$ cat src/hdl/work_steal_victim_select_macros.svh
// Assertion macros shared by the work-stealing victim selector.
// Expects clk and arst_n in the scope where a macro is used.
`ifndef WORK_STEAL_VICTIM_SELECT_MACROS_SVH
`define WORK_STEAL_VICTIM_SELECT_MACROS_SVH

// The condition must hold in the same cycle as the trigger.
`define WSVS_ASSERT_NOW(label, trig, cond, msg) \
	label: assert property (@(posedge clk) disable iff (!arst_n) (trig) |-> (cond)) \
		else $error(msg);

// The condition must hold in the cycle after the trigger.
`define WSVS_ASSERT_NEXT(label, trig, cond, msg) \
	label: assert property (@(posedge clk) disable iff (!arst_n) (trig) |=> (cond)) \
		else $error(msg);

`endif

$ cat src/hdl/wsvs_pkg.sv
// Package of the work-stealing victim selector: field widths, status and
// register codes, reset values and the request, result and queue entry types.
// Depends on nothing.
package wsvs_pkg;

	localparam int POS_W      = 32;
	localparam int TIME_W     = 48;
	localparam int WORKER_W   = 4;
	localparam int SLOT_W     = 10;
	localparam int COUNT_W    = 6;
	localparam int STATUS_W   = 3;
	localparam int THR_W      = 16;
	localparam int BACKOFF_W  = 24;
	localparam int WCOUNT_W   = 5;
	localparam int CFG_IDX_W  = 3;
	localparam int CFG_DATA_W = 24;
	localparam int MAX_MOVES  = 32;
	localparam int CAND1_SHIFT = 4;
	localparam int CAND2_SHIFT = 8;
	localparam int DIV_BPC    = 4;
	localparam int DIV_STEPS  = TIME_W / DIV_BPC;

	typedef logic [STATUS_W-1:0] status_t;
	localparam status_t ST_REPORTED  = 3'd0;
	localparam status_t ST_BAD_WORKER = 3'd1;
	localparam status_t ST_DISABLED  = 3'd2;
	localparam status_t ST_BACKOFF   = 3'd3;
	localparam status_t ST_NO_VICTIM = 3'd4;
	localparam status_t ST_MOVE      = 3'd5;
	localparam status_t ST_NOTHING   = 3'd6;

	localparam logic KIND_REPORT = 1'b0;
	localparam logic KIND_STEAL  = 1'b1;

	typedef logic [CFG_IDX_W-1:0] cfg_idx_t;
	localparam cfg_idx_t CFG_STEAL_ENABLE = 3'd0;
	localparam cfg_idx_t CFG_WORKER_COUNT = 3'd1;
	localparam cfg_idx_t CFG_THRESHOLD    = 3'd2;
	localparam cfg_idx_t CFG_BACKOFF      = 3'd3;
	localparam cfg_idx_t CFG_BATCH_LIMIT  = 3'd4;

	localparam logic                 RST_STEAL_ENABLE = 1'b1;
	localparam logic [WCOUNT_W-1:0]  RST_WORKER_COUNT = 5'd16;
	localparam logic [THR_W-1:0]     RST_THRESHOLD    = 16'd4;
	localparam logic [BACKOFF_W-1:0] RST_BACKOFF      = 24'd100;
	localparam logic [COUNT_W-1:0]   RST_BATCH_LIMIT  = 6'd8;

	typedef struct packed {
		logic                kind;
		logic [WORKER_W-1:0] worker;
		logic [POS_W-1:0]    head_pos;
		logic [POS_W-1:0]    tail_pos;
		logic [TIME_W-1:0]   now_us;
	} req_t;

	typedef struct packed {
		status_t             status;
		logic [WORKER_W-1:0] victim;
		logic [SLOT_W-1:0]   victim_slot;
		logic [SLOT_W-1:0]   stealer_slot;
		logic [COUNT_W-1:0]  moved_count;
		logic                last;
	} rsp_t;

	typedef struct packed {
		logic [POS_W-1:0] head;
		logic [POS_W-1:0] tail;
		logic [POS_W-1:0] depth;
	} qentry_t;

endpackage

$ cat src/hdl/work_steal_victim_select.sv
// Top level of the work-stealing victim selector: queue state memories,
// sequencer, serial remainder unit and output register.
// Depends on wsvs_pkg and work_steal_victim_select_macros.svh.
//
// Usage: requests enter on req/req_valid and are taken when req_stall is low;
// results leave on rsp/rsp_valid and are taken when rsp_stall is low. The
// configuration port writes one register per cycle with cfg_we.
// A report request gives one result, loaded from the decode state. A steal
// request reads the requesting worker's last attempt time, then either scans
// the depth snapshots of the n active workers or derives two candidates with
// the serial remainder unit and reads their depths. A found victim costs two
// more queue memory reads and a second remainder pass for the ring slots,
// then one move result per cycle while the receiver does not stall, then the
// two write-back states, WB1 and WB2. One request is in flight at a time; the
// queue memory, with its one read port, and the remainder unit set the pace
// of each steal request. The next request is taken as soon as the sequencer is
// back in idle, even while the last result still waits in the output register.
// When the receiver stalls, the sequencer holds until the output register can
// take the next result. Reset clears the entry valid bits so that all queue
// state reads as zero, and loads the register defaults; no clearing pass runs.
module work_steal_victim_select #(
	parameter int MAX_WORKERS = 16,
	parameter int RING_DEPTH  = 1024,
	parameter int SCAN_LIMIT  = 8
) (
	input  logic                       clk,
	input  logic                       arst_n,
	input  logic                       req_valid,
	output logic                       req_stall,
	input  wsvs_pkg::req_t             req,
	output logic                       rsp_valid,
	input  logic                       rsp_stall,
	output wsvs_pkg::rsp_t             rsp,
	input  logic                       cfg_we,
	input  logic [wsvs_pkg::CFG_IDX_W-1:0]  cfg_idx,
	input  logic [wsvs_pkg::CFG_DATA_W-1:0] cfg_wdata
);
	import wsvs_pkg::*;

	`include "work_steal_victim_select_macros.svh"

	localparam int AW  = $clog2(MAX_WORKERS);
	localparam int NW  = $clog2(MAX_WORKERS + 1);
	localparam int RDW = $clog2(RING_DEPTH + 1);
	localparam int DW  = (NW > RDW) ? NW : RDW;
	localparam int CW  = $clog2(DIV_STEPS);

	localparam logic [3:0] S_IDLE    = 4'd0;
	localparam logic [3:0] S_DECODE  = 4'd1;
	localparam logic [3:0] S_BACKOFF = 4'd2;
	localparam logic [3:0] S_SCAN    = 4'd3;
	localparam logic [3:0] S_CDIV    = 4'd4;
	localparam logic [3:0] S_CFIX    = 4'd5;
	localparam logic [3:0] S_CRD1    = 4'd6;
	localparam logic [3:0] S_CRD2    = 4'd7;
	localparam logic [3:0] S_CCMP    = 4'd8;
	localparam logic [3:0] S_CHOSEN  = 4'd9;
	localparam logic [3:0] S_VRD     = 4'd10;
	localparam logic [3:0] S_MRD     = 4'd11;
	localparam logic [3:0] S_SDIV    = 4'd12;
	localparam logic [3:0] S_MOVE    = 4'd13;
	localparam logic [3:0] S_WB1     = 4'd14;
	localparam logic [3:0] S_WB2     = 4'd15;

	function automatic logic [DW-1:0] rem_step(input logic [DW-1:0] r_in,
			input logic [DIV_BPC-1:0] bits, input logic [DW-1:0] d);
		logic [DW:0]   t;
		logic [DW-1:0] r;
		r = r_in;
		for (int j = DIV_BPC - 1; j >= 0; j--) begin
			t = {r, bits[j]};
			if (t >= {1'b0, d}) begin
				t = t - {1'b0, d};
			end
			r = t[DW-1:0];
		end
		return r;
	endfunction

	function automatic logic [NW-1:0] inc_wrap(input logic [NW-1:0] x,
			input logic [NW-1:0] lim);
		logic [NW-1:0] y;
		y = x + 1'b1;
		return (y == lim) ? '0 : y;
	endfunction

	// Configuration registers.
	logic                 steal_enable_q;
	logic [WCOUNT_W-1:0]  worker_count_q;
	logic [THR_W-1:0]     threshold_q;
	logic [BACKOFF_W-1:0] backoff_q;
	logic [COUNT_W-1:0]   batch_q;

	// Queue state memories and their entry valid bits.
	qentry_t                qmem [MAX_WORKERS];
	logic [TIME_W-1:0]      tmem [MAX_WORKERS];
	logic [MAX_WORKERS-1:0] qvalid_q;
	logic [MAX_WORKERS-1:0] tvalid_q;
	qentry_t                q_rdata_q;
	logic [TIME_W-1:0]      t_rdata_q;
	logic                   q_rvalid_q;
	logic                   t_rvalid_q;
	logic                   q_we;
	logic [AW-1:0]          q_waddr;
	qentry_t                q_wdata;
	logic [AW-1:0]          q_raddr;
	logic                   t_we;
	logic [AW-1:0]          t_addr;
	qentry_t                q_rd;
	logic [TIME_W-1:0]      t_rd;

	logic [3:0]  state_q;
	logic [3:0]  state_d;
	req_t        req_q;
	logic        rsp_valid_q;
	rsp_t        rsp_q;
	logic        emit;
	logic        emit_ok;
	rsp_t        emit_rsp;

	logic [NW-1:0]      n_q;
	logic [NW-1:0]      me_n;
	logic [AW-1:0]      me_a;
	logic               me_bad;
	logic               scan_sel;
	logic [TIME_W-1:0]  t_diff;
	logic [POS_W-1:0]   rep_depth;
	logic [COUNT_W-1:0] limit;

	// Scan and candidate selection.
	logic [NW-1:0]    scan_idx_q;
	logic             scan_pend_s1;
	logic [NW-1:0]    scan_i_s1;
	logic [POS_W-1:0] best_q;
	logic [NW-1:0]    victim_q;
	logic             found_q;
	logic [NW-1:0]    cand1_q;
	logic [NW-1:0]    cand2_q;
	logic [NW-1:0]    c1_adj;
	logic [NW-1:0]    c2_adj;
	logic [NW-1:0]    c2_dup;
	logic [NW-1:0]    c2_fix;
	logic [POS_W-1:0] d1_q;

	// Serial remainder unit, two lanes sharing one divisor.
	logic [TIME_W-1:0] div_a_q;
	logic [TIME_W-1:0] div_b_q;
	logic [DW-1:0]     rem_a_q;
	logic [DW-1:0]     rem_b_q;
	logic [DW-1:0]     divisor_q;
	logic [CW-1:0]     div_cnt_q;

	// Move loop state.
	logic [POS_W-1:0]   vh_q;
	logic [POS_W-1:0]   vt_q;
	logic [POS_W-1:0]   vdep_q;
	logic [POS_W-1:0]   sh_q;
	logic [POS_W-1:0]   mt_q;
	logic [POS_W-1:0]   mdep_q;
	logic [COUNT_W-1:0] k_q;
	logic [POS_W-1:0]   vt_next;
	logic [COUNT_W-1:0] k_next;
	logic               move_go;
	logic               move_cont;
	logic [DW-1:0]      slot_a_next;
	logic [DW-1:0]      slot_b_next;

	assign n_q      = (int'(worker_count_q) > MAX_WORKERS) ? NW'(MAX_WORKERS)
	                                                      : NW'(worker_count_q);
	assign me_bad   = int'(req_q.worker) >= int'(n_q);
	assign me_n     = NW'(req_q.worker);
	assign me_a     = AW'(req_q.worker);
	assign scan_sel = int'(n_q) <= SCAN_LIMIT;
	assign q_rd     = q_rvalid_q ? q_rdata_q : '0;
	assign t_rd     = t_rvalid_q ? t_rdata_q : '0;
	assign t_diff   = req_q.now_us - t_rd;
	assign rep_depth = (req_q.head_pos >= req_q.tail_pos) ?
	                   (req_q.head_pos - req_q.tail_pos) : '0;
	assign limit    = (int'(batch_q) > MAX_MOVES) ? COUNT_W'(MAX_MOVES) : batch_q;

	assign c1_adj = (NW'(rem_a_q) >= me_n) ? NW'(rem_a_q) + 1'b1 : NW'(rem_a_q);
	assign c2_adj = (NW'(rem_b_q) >= me_n) ? NW'(rem_b_q) + 1'b1 : NW'(rem_b_q);
	assign c2_dup = (c2_adj == c1_adj) ? inc_wrap(c2_adj, n_q) : c2_adj;
	assign c2_fix = (c2_dup == me_n) ? inc_wrap(c2_dup, n_q) : c2_dup;

	assign vt_next   = vt_q + 1'b1;
	assign k_next    = k_q + 1'b1;
	assign move_go   = (k_q < limit) &&
	                   ({1'b0, vh_q} > ({1'b0, vt_q} + (POS_W + 1)'(threshold_q)));
	assign move_cont = (k_next < limit) &&
	                   ({1'b0, vh_q} > ({1'b0, vt_next} + (POS_W + 1)'(threshold_q)));
	assign slot_a_next = (rem_a_q == DW'(RING_DEPTH - 1)) ? '0 : rem_a_q + 1'b1;
	assign slot_b_next = (rem_b_q == DW'(RING_DEPTH - 1)) ? '0 : rem_b_q + 1'b1;

	assign emit_ok   = !rsp_valid_q || !rsp_stall;
	assign req_stall = (state_q != S_IDLE);
	assign rsp_valid = rsp_valid_q;
	assign rsp       = rsp_q;

	always_comb begin
		state_d  = state_q;
		emit     = 1'b0;
		emit_rsp = '0;
		emit_rsp.last = 1'b1;
		q_we     = 1'b0;
		q_waddr  = me_a;
		q_wdata  = '0;
		q_raddr  = me_a;
		t_we     = 1'b0;
		t_addr   = me_a;
		unique case (state_q)
			S_IDLE: begin
				if (req_valid) begin
					state_d = S_DECODE;
				end
			end
			S_DECODE: begin
				if (req_q.kind == KIND_REPORT) begin
					if (emit_ok) begin
						emit = 1'b1;
						state_d = S_IDLE;
						if (me_bad) begin
							emit_rsp.status = ST_BAD_WORKER;
						end else begin
							emit_rsp.status = ST_REPORTED;
							q_we = 1'b1;
							q_wdata = '{head: req_q.head_pos, tail: req_q.tail_pos,
							            depth: rep_depth};
						end
					end
				end else if (!steal_enable_q || n_q < NW'(2)) begin
					if (emit_ok) begin
						emit = 1'b1;
						emit_rsp.status = ST_DISABLED;
						state_d = S_IDLE;
					end
				end else if (me_bad) begin
					if (emit_ok) begin
						emit = 1'b1;
						emit_rsp.status = ST_BAD_WORKER;
						state_d = S_IDLE;
					end
				end else begin
					state_d = S_BACKOFF;
				end
			end
			S_BACKOFF: begin
				if (t_diff < TIME_W'(backoff_q)) begin
					if (emit_ok) begin
						emit = 1'b1;
						emit_rsp.status = ST_BACKOFF;
						state_d = S_IDLE;
					end
				end else if (scan_sel) begin
					state_d = S_SCAN;
				end else begin
					state_d = S_CDIV;
				end
			end
			S_SCAN: begin
				q_raddr = AW'(scan_idx_q);
				if (scan_idx_q == n_q && !scan_pend_s1) begin
					state_d = S_CHOSEN;
				end
			end
			S_CDIV: begin
				if (div_cnt_q == CW'(DIV_STEPS - 1)) begin
					state_d = S_CFIX;
				end
			end
			S_CFIX: begin
				state_d = S_CRD1;
			end
			S_CRD1: begin
				q_raddr = AW'(cand1_q);
				state_d = S_CRD2;
			end
			S_CRD2: begin
				q_raddr = AW'(cand2_q);
				state_d = S_CCMP;
			end
			S_CCMP: begin
				state_d = S_CHOSEN;
			end
			S_CHOSEN: begin
				if (!found_q) begin
					if (emit_ok) begin
						emit = 1'b1;
						emit_rsp.status = ST_NO_VICTIM;
						state_d = S_IDLE;
					end
				end else begin
					q_raddr = AW'(victim_q);
					t_we = 1'b1;
					state_d = S_VRD;
				end
			end
			S_VRD: begin
				state_d = S_MRD;
			end
			S_MRD: begin
				state_d = S_SDIV;
			end
			S_SDIV: begin
				if (div_cnt_q == CW'(DIV_STEPS - 1)) begin
					state_d = S_MOVE;
				end
			end
			S_MOVE: begin
				emit_rsp.victim = WORKER_W'(victim_q);
				if (!move_go) begin
					if (emit_ok) begin
						emit = 1'b1;
						emit_rsp.status = ST_NOTHING;
						state_d = S_IDLE;
					end
				end else if (emit_ok) begin
					emit = 1'b1;
					emit_rsp.status = ST_MOVE;
					emit_rsp.victim_slot = SLOT_W'(rem_a_q);
					emit_rsp.stealer_slot = SLOT_W'(rem_b_q);
					emit_rsp.moved_count = k_next;
					emit_rsp.last = !move_cont;
					if (!move_cont) begin
						state_d = S_WB1;
					end
				end
			end
			S_WB1: begin
				q_we = 1'b1;
				q_waddr = AW'(victim_q);
				q_wdata = '{head: vh_q, tail: vt_q, depth: vdep_q};
				state_d = S_WB2;
			end
			S_WB2: begin
				q_we = 1'b1;
				q_wdata = '{head: sh_q, tail: mt_q, depth: mdep_q};
				state_d = S_IDLE;
			end
			default: begin
				state_d = S_IDLE;
			end
		endcase
	end

	always_ff @(posedge clk) begin
		if (q_we) begin
			qmem[q_waddr] <= q_wdata;
		end
		q_rdata_q <= qmem[q_raddr];
		if (t_we) begin
			tmem[t_addr] <= req_q.now_us;
		end
		t_rdata_q <= tmem[t_addr];
	end

	always_ff @(posedge clk or negedge arst_n) begin
		if (!arst_n) begin
			state_q        <= S_IDLE;
			rsp_valid_q    <= 1'b0;
			qvalid_q       <= '0;
			tvalid_q       <= '0;
			q_rvalid_q     <= 1'b0;
			t_rvalid_q     <= 1'b0;
			steal_enable_q <= RST_STEAL_ENABLE;
			worker_count_q <= RST_WORKER_COUNT;
			threshold_q    <= RST_THRESHOLD;
			backoff_q      <= RST_BACKOFF;
			batch_q        <= RST_BATCH_LIMIT;
		end else begin
			state_q    <= state_d;
			q_rvalid_q <= qvalid_q[q_raddr];
			t_rvalid_q <= tvalid_q[t_addr];
			if (q_we) begin
				qvalid_q[q_waddr] <= 1'b1;
			end
			if (t_we) begin
				tvalid_q[t_addr] <= 1'b1;
			end
			if (emit) begin
				rsp_valid_q <= 1'b1;
			end else if (!rsp_stall) begin
				rsp_valid_q <= 1'b0;
			end
			if (cfg_we) begin
				unique case (cfg_idx)
					CFG_STEAL_ENABLE: steal_enable_q <= cfg_wdata[0];
					CFG_WORKER_COUNT: worker_count_q <= cfg_wdata[WCOUNT_W-1:0];
					CFG_THRESHOLD:    threshold_q    <= cfg_wdata[THR_W-1:0];
					CFG_BACKOFF:      backoff_q      <= cfg_wdata[BACKOFF_W-1:0];
					CFG_BATCH_LIMIT:  batch_q        <= cfg_wdata[COUNT_W-1:0];
					default: begin
					end
				endcase
			end
		end
	end

	always_ff @(posedge clk) begin
		if (emit) begin
			rsp_q <= emit_rsp;
		end
		unique case (state_q)
			S_IDLE: begin
				if (req_valid) begin
					req_q <= req;
				end
			end
			S_BACKOFF: begin
				scan_idx_q   <= '0;
				scan_pend_s1 <= 1'b0;
				best_q       <= '0;
				found_q      <= 1'b0;
				victim_q     <= '0;
				div_a_q      <= req_q.now_us >> CAND1_SHIFT;
				div_b_q      <= req_q.now_us >> CAND2_SHIFT;
				rem_a_q      <= '0;
				rem_b_q      <= '0;
				divisor_q    <= DW'(n_q - 1'b1);
				div_cnt_q    <= '0;
			end
			S_SCAN: begin
				scan_pend_s1 <= (scan_idx_q < n_q);
				scan_i_s1    <= scan_idx_q;
				if (scan_idx_q < n_q) begin
					scan_idx_q <= scan_idx_q + 1'b1;
				end
				if (scan_pend_s1 && scan_i_s1 != me_n && q_rd.depth > POS_W'(threshold_q)
						&& q_rd.depth > best_q) begin
					best_q   <= q_rd.depth;
					victim_q <= scan_i_s1;
					found_q  <= 1'b1;
				end
			end
			S_CDIV, S_SDIV: begin
				rem_a_q   <= rem_step(rem_a_q, div_a_q[TIME_W-1 -: DIV_BPC], divisor_q);
				rem_b_q   <= rem_step(rem_b_q, div_b_q[TIME_W-1 -: DIV_BPC], divisor_q);
				div_a_q   <= div_a_q << DIV_BPC;
				div_b_q   <= div_b_q << DIV_BPC;
				div_cnt_q <= div_cnt_q + 1'b1;
			end
			S_CFIX: begin
				cand1_q <= c1_adj;
				cand2_q <= c2_fix;
			end
			S_CRD2: begin
				d1_q <= q_rd.depth;
			end
			S_CCMP: begin
				if (d1_q >= q_rd.depth && d1_q > POS_W'(threshold_q)) begin
					victim_q <= cand1_q;
					found_q  <= 1'b1;
				end else if (q_rd.depth > POS_W'(threshold_q)) begin
					victim_q <= cand2_q;
					found_q  <= 1'b1;
				end
			end
			S_VRD: begin
				vh_q   <= q_rd.head;
				vt_q   <= q_rd.tail;
				vdep_q <= q_rd.depth;
			end
			S_MRD: begin
				sh_q      <= q_rd.head;
				mt_q      <= q_rd.tail;
				mdep_q    <= q_rd.depth;
				div_a_q   <= TIME_W'(vt_q);
				div_b_q   <= TIME_W'(q_rd.head);
				rem_a_q   <= '0;
				rem_b_q   <= '0;
				divisor_q <= DW'(RING_DEPTH);
				div_cnt_q <= '0;
				k_q       <= '0;
			end
			S_MOVE: begin
				if (move_go && emit_ok) begin
					vt_q    <= vt_next;
					sh_q    <= sh_q + 1'b1;
					rem_a_q <= slot_a_next;
					rem_b_q <= slot_b_next;
					k_q     <= k_next;
				end
			end
			default: begin
			end
		endcase
	end

	`WSVS_ASSERT_NOW(a_emit_into_free_reg, emit, !rsp_valid_q || !rsp_stall,
		"result loaded while the output register still holds an untaken result")
	`WSVS_ASSERT_NOW(a_victim_not_stealer, state_q == S_VRD, victim_q != me_n,
		"stealer chose its own queue as victim")
	`WSVS_ASSERT_NOW(a_move_count_bound, emit && emit_rsp.status == ST_MOVE,
		emit_rsp.moved_count != '0 && emit_rsp.moved_count <= limit,
		"move count outside the batch limit")
	`WSVS_ASSERT_NEXT(a_last_move_writes_back,
		emit && emit_rsp.status == ST_MOVE && emit_rsp.last, state_q == S_WB1,
		"final move not followed by queue write-back")
	`WSVS_ASSERT_NOW(a_scan_bound, state_q == S_SCAN, scan_idx_q <= n_q,
		"scan index ran past the active worker count")

endmodule
$ cat config.mk
export PLATFORM = sky130hd
export DESIGN_NAME = work_steal_victim_select
export DESIGN_NICKNAME = d
export VERILOG_FILES = /design/src/hdl/wsvs_pkg.sv /design/src/hdl/work_steal_victim_select.sv
export VERILOG_INCLUDE_DIRS = /design/src /design/src/hdl
export SDC_FILE = /design/constraint.sdc
export NUM_CORES = 2
export LEC_CHECK = 0
export ABC_AREA = 1
export BUFFER_PORTS_ARGS = -buffer_cell sky130_fd_sc_hd__buf_2
export CAP_MARGIN = 30
export CORE_MARGIN = 3
export CORE_UTILIZATION = 36
export CTS_CLUSTER_DIAMETER = 120
export CTS_CLUSTER_SIZE = 28
export DETAILED_ROUTE_END_ITERATION = 6
export GPL_TIMING_DRIVEN = 0
export MAX_ROUTING_LAYER = met4
export PLACE_DENSITY = 0.56
export SYNTH_ARGS = -nofsm -noshare
export SYNTH_HDL_FRONTEND = slang
export SYNTH_SLANG_ARGS = --single-unit
$ cat constraint.sdc
create_clock -name clk -period 9.5 [get_ports clk]
set_clock_uncertainty 0.05 [all_clocks]
set_input_delay 1.9 -clock clk [delete_from_list [all_inputs] [get_ports clk]]
set_output_delay 1.9 -clock clk [all_outputs]
set_load 0.02 [all_outputs]
==> results by group <==
Route
  • Wirelength, routed: between 400 and 500 mm
  • Antenna-violating nets left: 0
  • First-iteration detailed-routing DRC count: 11780
  • Pre-Repair DR Iteration Count: 7
  • Avg WL per Cell: 28.11 microns
  • Vias: 95830
  • DR DRC count: 3
  • Vias per cell: 5.476

Status
  • Failing checks: DRC
  • Outcome: complete, but fails checks

Clocking
  • Sink Count: a little over 3000
  • Clock latency on the worst-skew pair: roughly 0.93 ns
  • CTS tree: done
  • Clock Path Buffers: 4
  • Clock transition at path regs: 0.11 ns
  • Root Driver: clkbuf_16
  • H-tree depth reported by CTS: 4
  • Num CTS Buffers: 140
  • CTS Hold Bufs: 0

Die
  • Ports: 185
  • Core area: 380300 sq um
  • Initial Utilization: 0.3629
  • Die width: 625.2 microns
  • Die area: 390800 sq um
  • DIE HEIGHT: 625.2 microns
  • Num rows: about 230

Synth
  • Synth async-reset ratio: 0.02931
  • Cell Area, Synth: about 140000 sq um
  • Synth Area per Inst: about 12 sq um
  • Count of state elements after synthesis: 3105
  • Mapped Nets: roughly 12000
  • Netlist cell types: 69
  • Sequential element share of the synthesized area: 0.6619
  • Post-synthesis instance total: 11730
  • Number of synthesized flops with an enable pin: 2870
  • Synth Warn #: 0
  • Most common flop cell mapped by yosys: edfxtp_1

Power
  • VDD IR-drop max: 0.0008656 V
  • Pwr dens: roughly 350 nW/um^2
  • Leak: 57.22 nW

Timing
  • Unrepaired setup endpoints after global routing: no
  • Final Setup Violations: 0
  • Final hold viol count: 0
  • Fin Hold WS: 0.4245 ns
  • Min Clock Period, post-route: 8.795 ns
  • Final Max Slew Viols: 0
  • Max Freq: ~110 MHz
  • Period utilization: 0.9258
  • Worst slew pin tran: about 1.2 ns
  • Slew Limit Headroom: 0.2077

Critical path
  • Crit path top cell by count: nand2_1
  • Critical Path AT: 9.34 ns
  • Crit path kind: flip-flop to flip-flop
  • Critical path capture point type: flip-flop
  • Slowest CP cell: edfxtp_1
  • Critical Path RT: 10.04 ns
  • Largest stage delay on the critical path: 0.46 ns
  • CP Launch Type: flip-flop
  • Critical path peak fanout: 10

Placed design
  • Routability cong.: 0.9945
  • Hpwl dp: 369.6 mm
  • Placed Cells: 17190
  • I/O Buffers: roughly 180

Cells and area
  • Fin util: 0.4073
  • Most common cell after layout, fill and taps aside: edfxtp_1
  • Layout cells sized above 1: 0.08355
  • Final #Nets: 12930
  • Synth-to-layout area growth: 12.24%
  • Most frequent cells in the layout: edfxtp_1 (2870), nand2_1 (1684), inv_1 (1409)
  • Non-filler cells, final: about 18000

Global route
  • Global Route Usage Sum: 0.2519
  • Pin count of the biggest net entering global routing: 70
  • Overflow after GRT: 0
  • First-pass GRT wire length: 683.0 mm
  • Number of global-route vias before repair: ~91000
  • Initial antenna violation count: 30

Run
  • Number of max-cap violations: 0

Hold path
  • Worst Hold Class: flip-flop to flip-flop
-- cell type report --
| cell class | instances | area (sq um) |
|---|---|---|
| Antenna cell | 24 | 60.06 |
| Multi-Input combinational cell | 6654 | 39570 |
| Clock inverter | 25 | 386.6 |
| Timing Repair Buffer | 483 | 5657 |
| Clock buffer | 223 | 3879 |
| Sequential cell | 3105 | 91350 |
| Fill cell | 36210 | 225400 |
| Inverter | 1441 | 5433 |
| Tap cell | 5016 | 6276 |
| Buffer | 529 | 2285 |
-- path summary, 6_finish.rpt --
kind,startpoint,endpoint,slack (ns),cells past startpoint
hold / removal,tvalid_q[14],tvalid_q[14],0.42,2
min in group asynchronous,arst_n,backoff_q[21],0.93,1
setup reg to reg,div_b_q[47],rem_b_q[5],0.71,53
setup / recovery,div_b_q[47],rem_b_q[5],0.71,53
hold reg to reg,tvalid_q[14],tvalid_q[14],0.42,2
max in group asynchronous,arst_n,threshold_q[2],7.67,2
-- where the power goes --
part / total [W] / leakage, nW / internal, W / switching [W]
sequential: 0.0181 / 28.9 / 0.0171 / 0.00105
clock: 0.00748 / 2.03 / 0.00297 / 0.00451
combinational: 0.0287 / 26.3 / 0.00921 / 0.0194
-- Yosys cell counts, types with 135 or more instances --
cell type	n	area, sq um
edfxtp_1	2870	86180
nand2_1	1687	6332
inv_1	1416	5315
a21oi_1	881	4409
o21ai_0	845	4229
nand3_1	532	2663
o211ai_1	501	3761
nor2_1	440	1652
ha_1	419	5243
a22oi_1	388	2913
clkbuf_1	323	1212
xor2_1	162	1419
dfxtp_1	144	2883
buf_2	135	675.7
-- cell families after synthesis --
logic type / after synthesis / synth area share
compound gates: 2857 / 0.1243
xor+xnor: 245 / 0.01560
simple gates: 2990 / 0.09333
mux: 131 / 0.009501
flops: 3105 / 0.6619
fa+ha+maj: 431 / 0.03973
buf+inv: 1970 / 0.05562
-- repair_timing --
item,4_1_cts,5_1_grt
setup endpoints to repair,13,22
setup buffers,6,23
pin swaps,2,4
resized for setup,10,41
cloned,1,1
-- worst max-delay path: cells and delay by family (launching register included) --
kind / cells / cell delay (ns)
AO/OA/AOI/OAI: 18 / 3.03
adder cells (fa/ha/maj): 5 / 1.67
buffers and inverters: 10 / 1.43
flip-flops: 1 / 0.46
AND/OR/NAND/NOR: 20 / 1.88
-- registers in the layout, indices dropped and copies added, names as in the netlist, 34 cells and up --
register	cells
qmem	1536
tmem	768
req_q	113
q_rdata_q	96
div_a_q	48
div_b_q	48
t_rdata_q	48
rsp	34
-- per-layer routing --
| metal | wire (microns) | share of wire | vias up | track usage |
|---|---|---|---|---|
| li1 | - | - | 43300 | - |
| met1 | 203000 | 0.41 | 47770 | 0.3339 |
| met2 | 228900 | 0.47 | 4082 | 0.3986 |
| met3 | 38690 | 0.079 | 673 | 0.03044 |
| met4 | 21240 | 0.043 | 0 | 0.09183 |
| met5 | 0 | 0 | - | - |
-- metrics by stage --
step | setup TNS, ns | total power, W | setup slack, ns | cell area [sq um]
floorplan | 0 | 0.03590 | 0.9732 | 138000
global placement | -8131.47 | 0.04556 | -5.395 | 145200
detailed placement | -3.753 | 0.04601 | -0.3940 | 150100
CTS | 0 | 0.05356 | 0.01622 | 154500
global route | 0 | 0.05763 | 0.008102 | 154900
finish | 0 | 0.05425 | 0.7053 | 154900
Power figures use the tool's default switching activity.
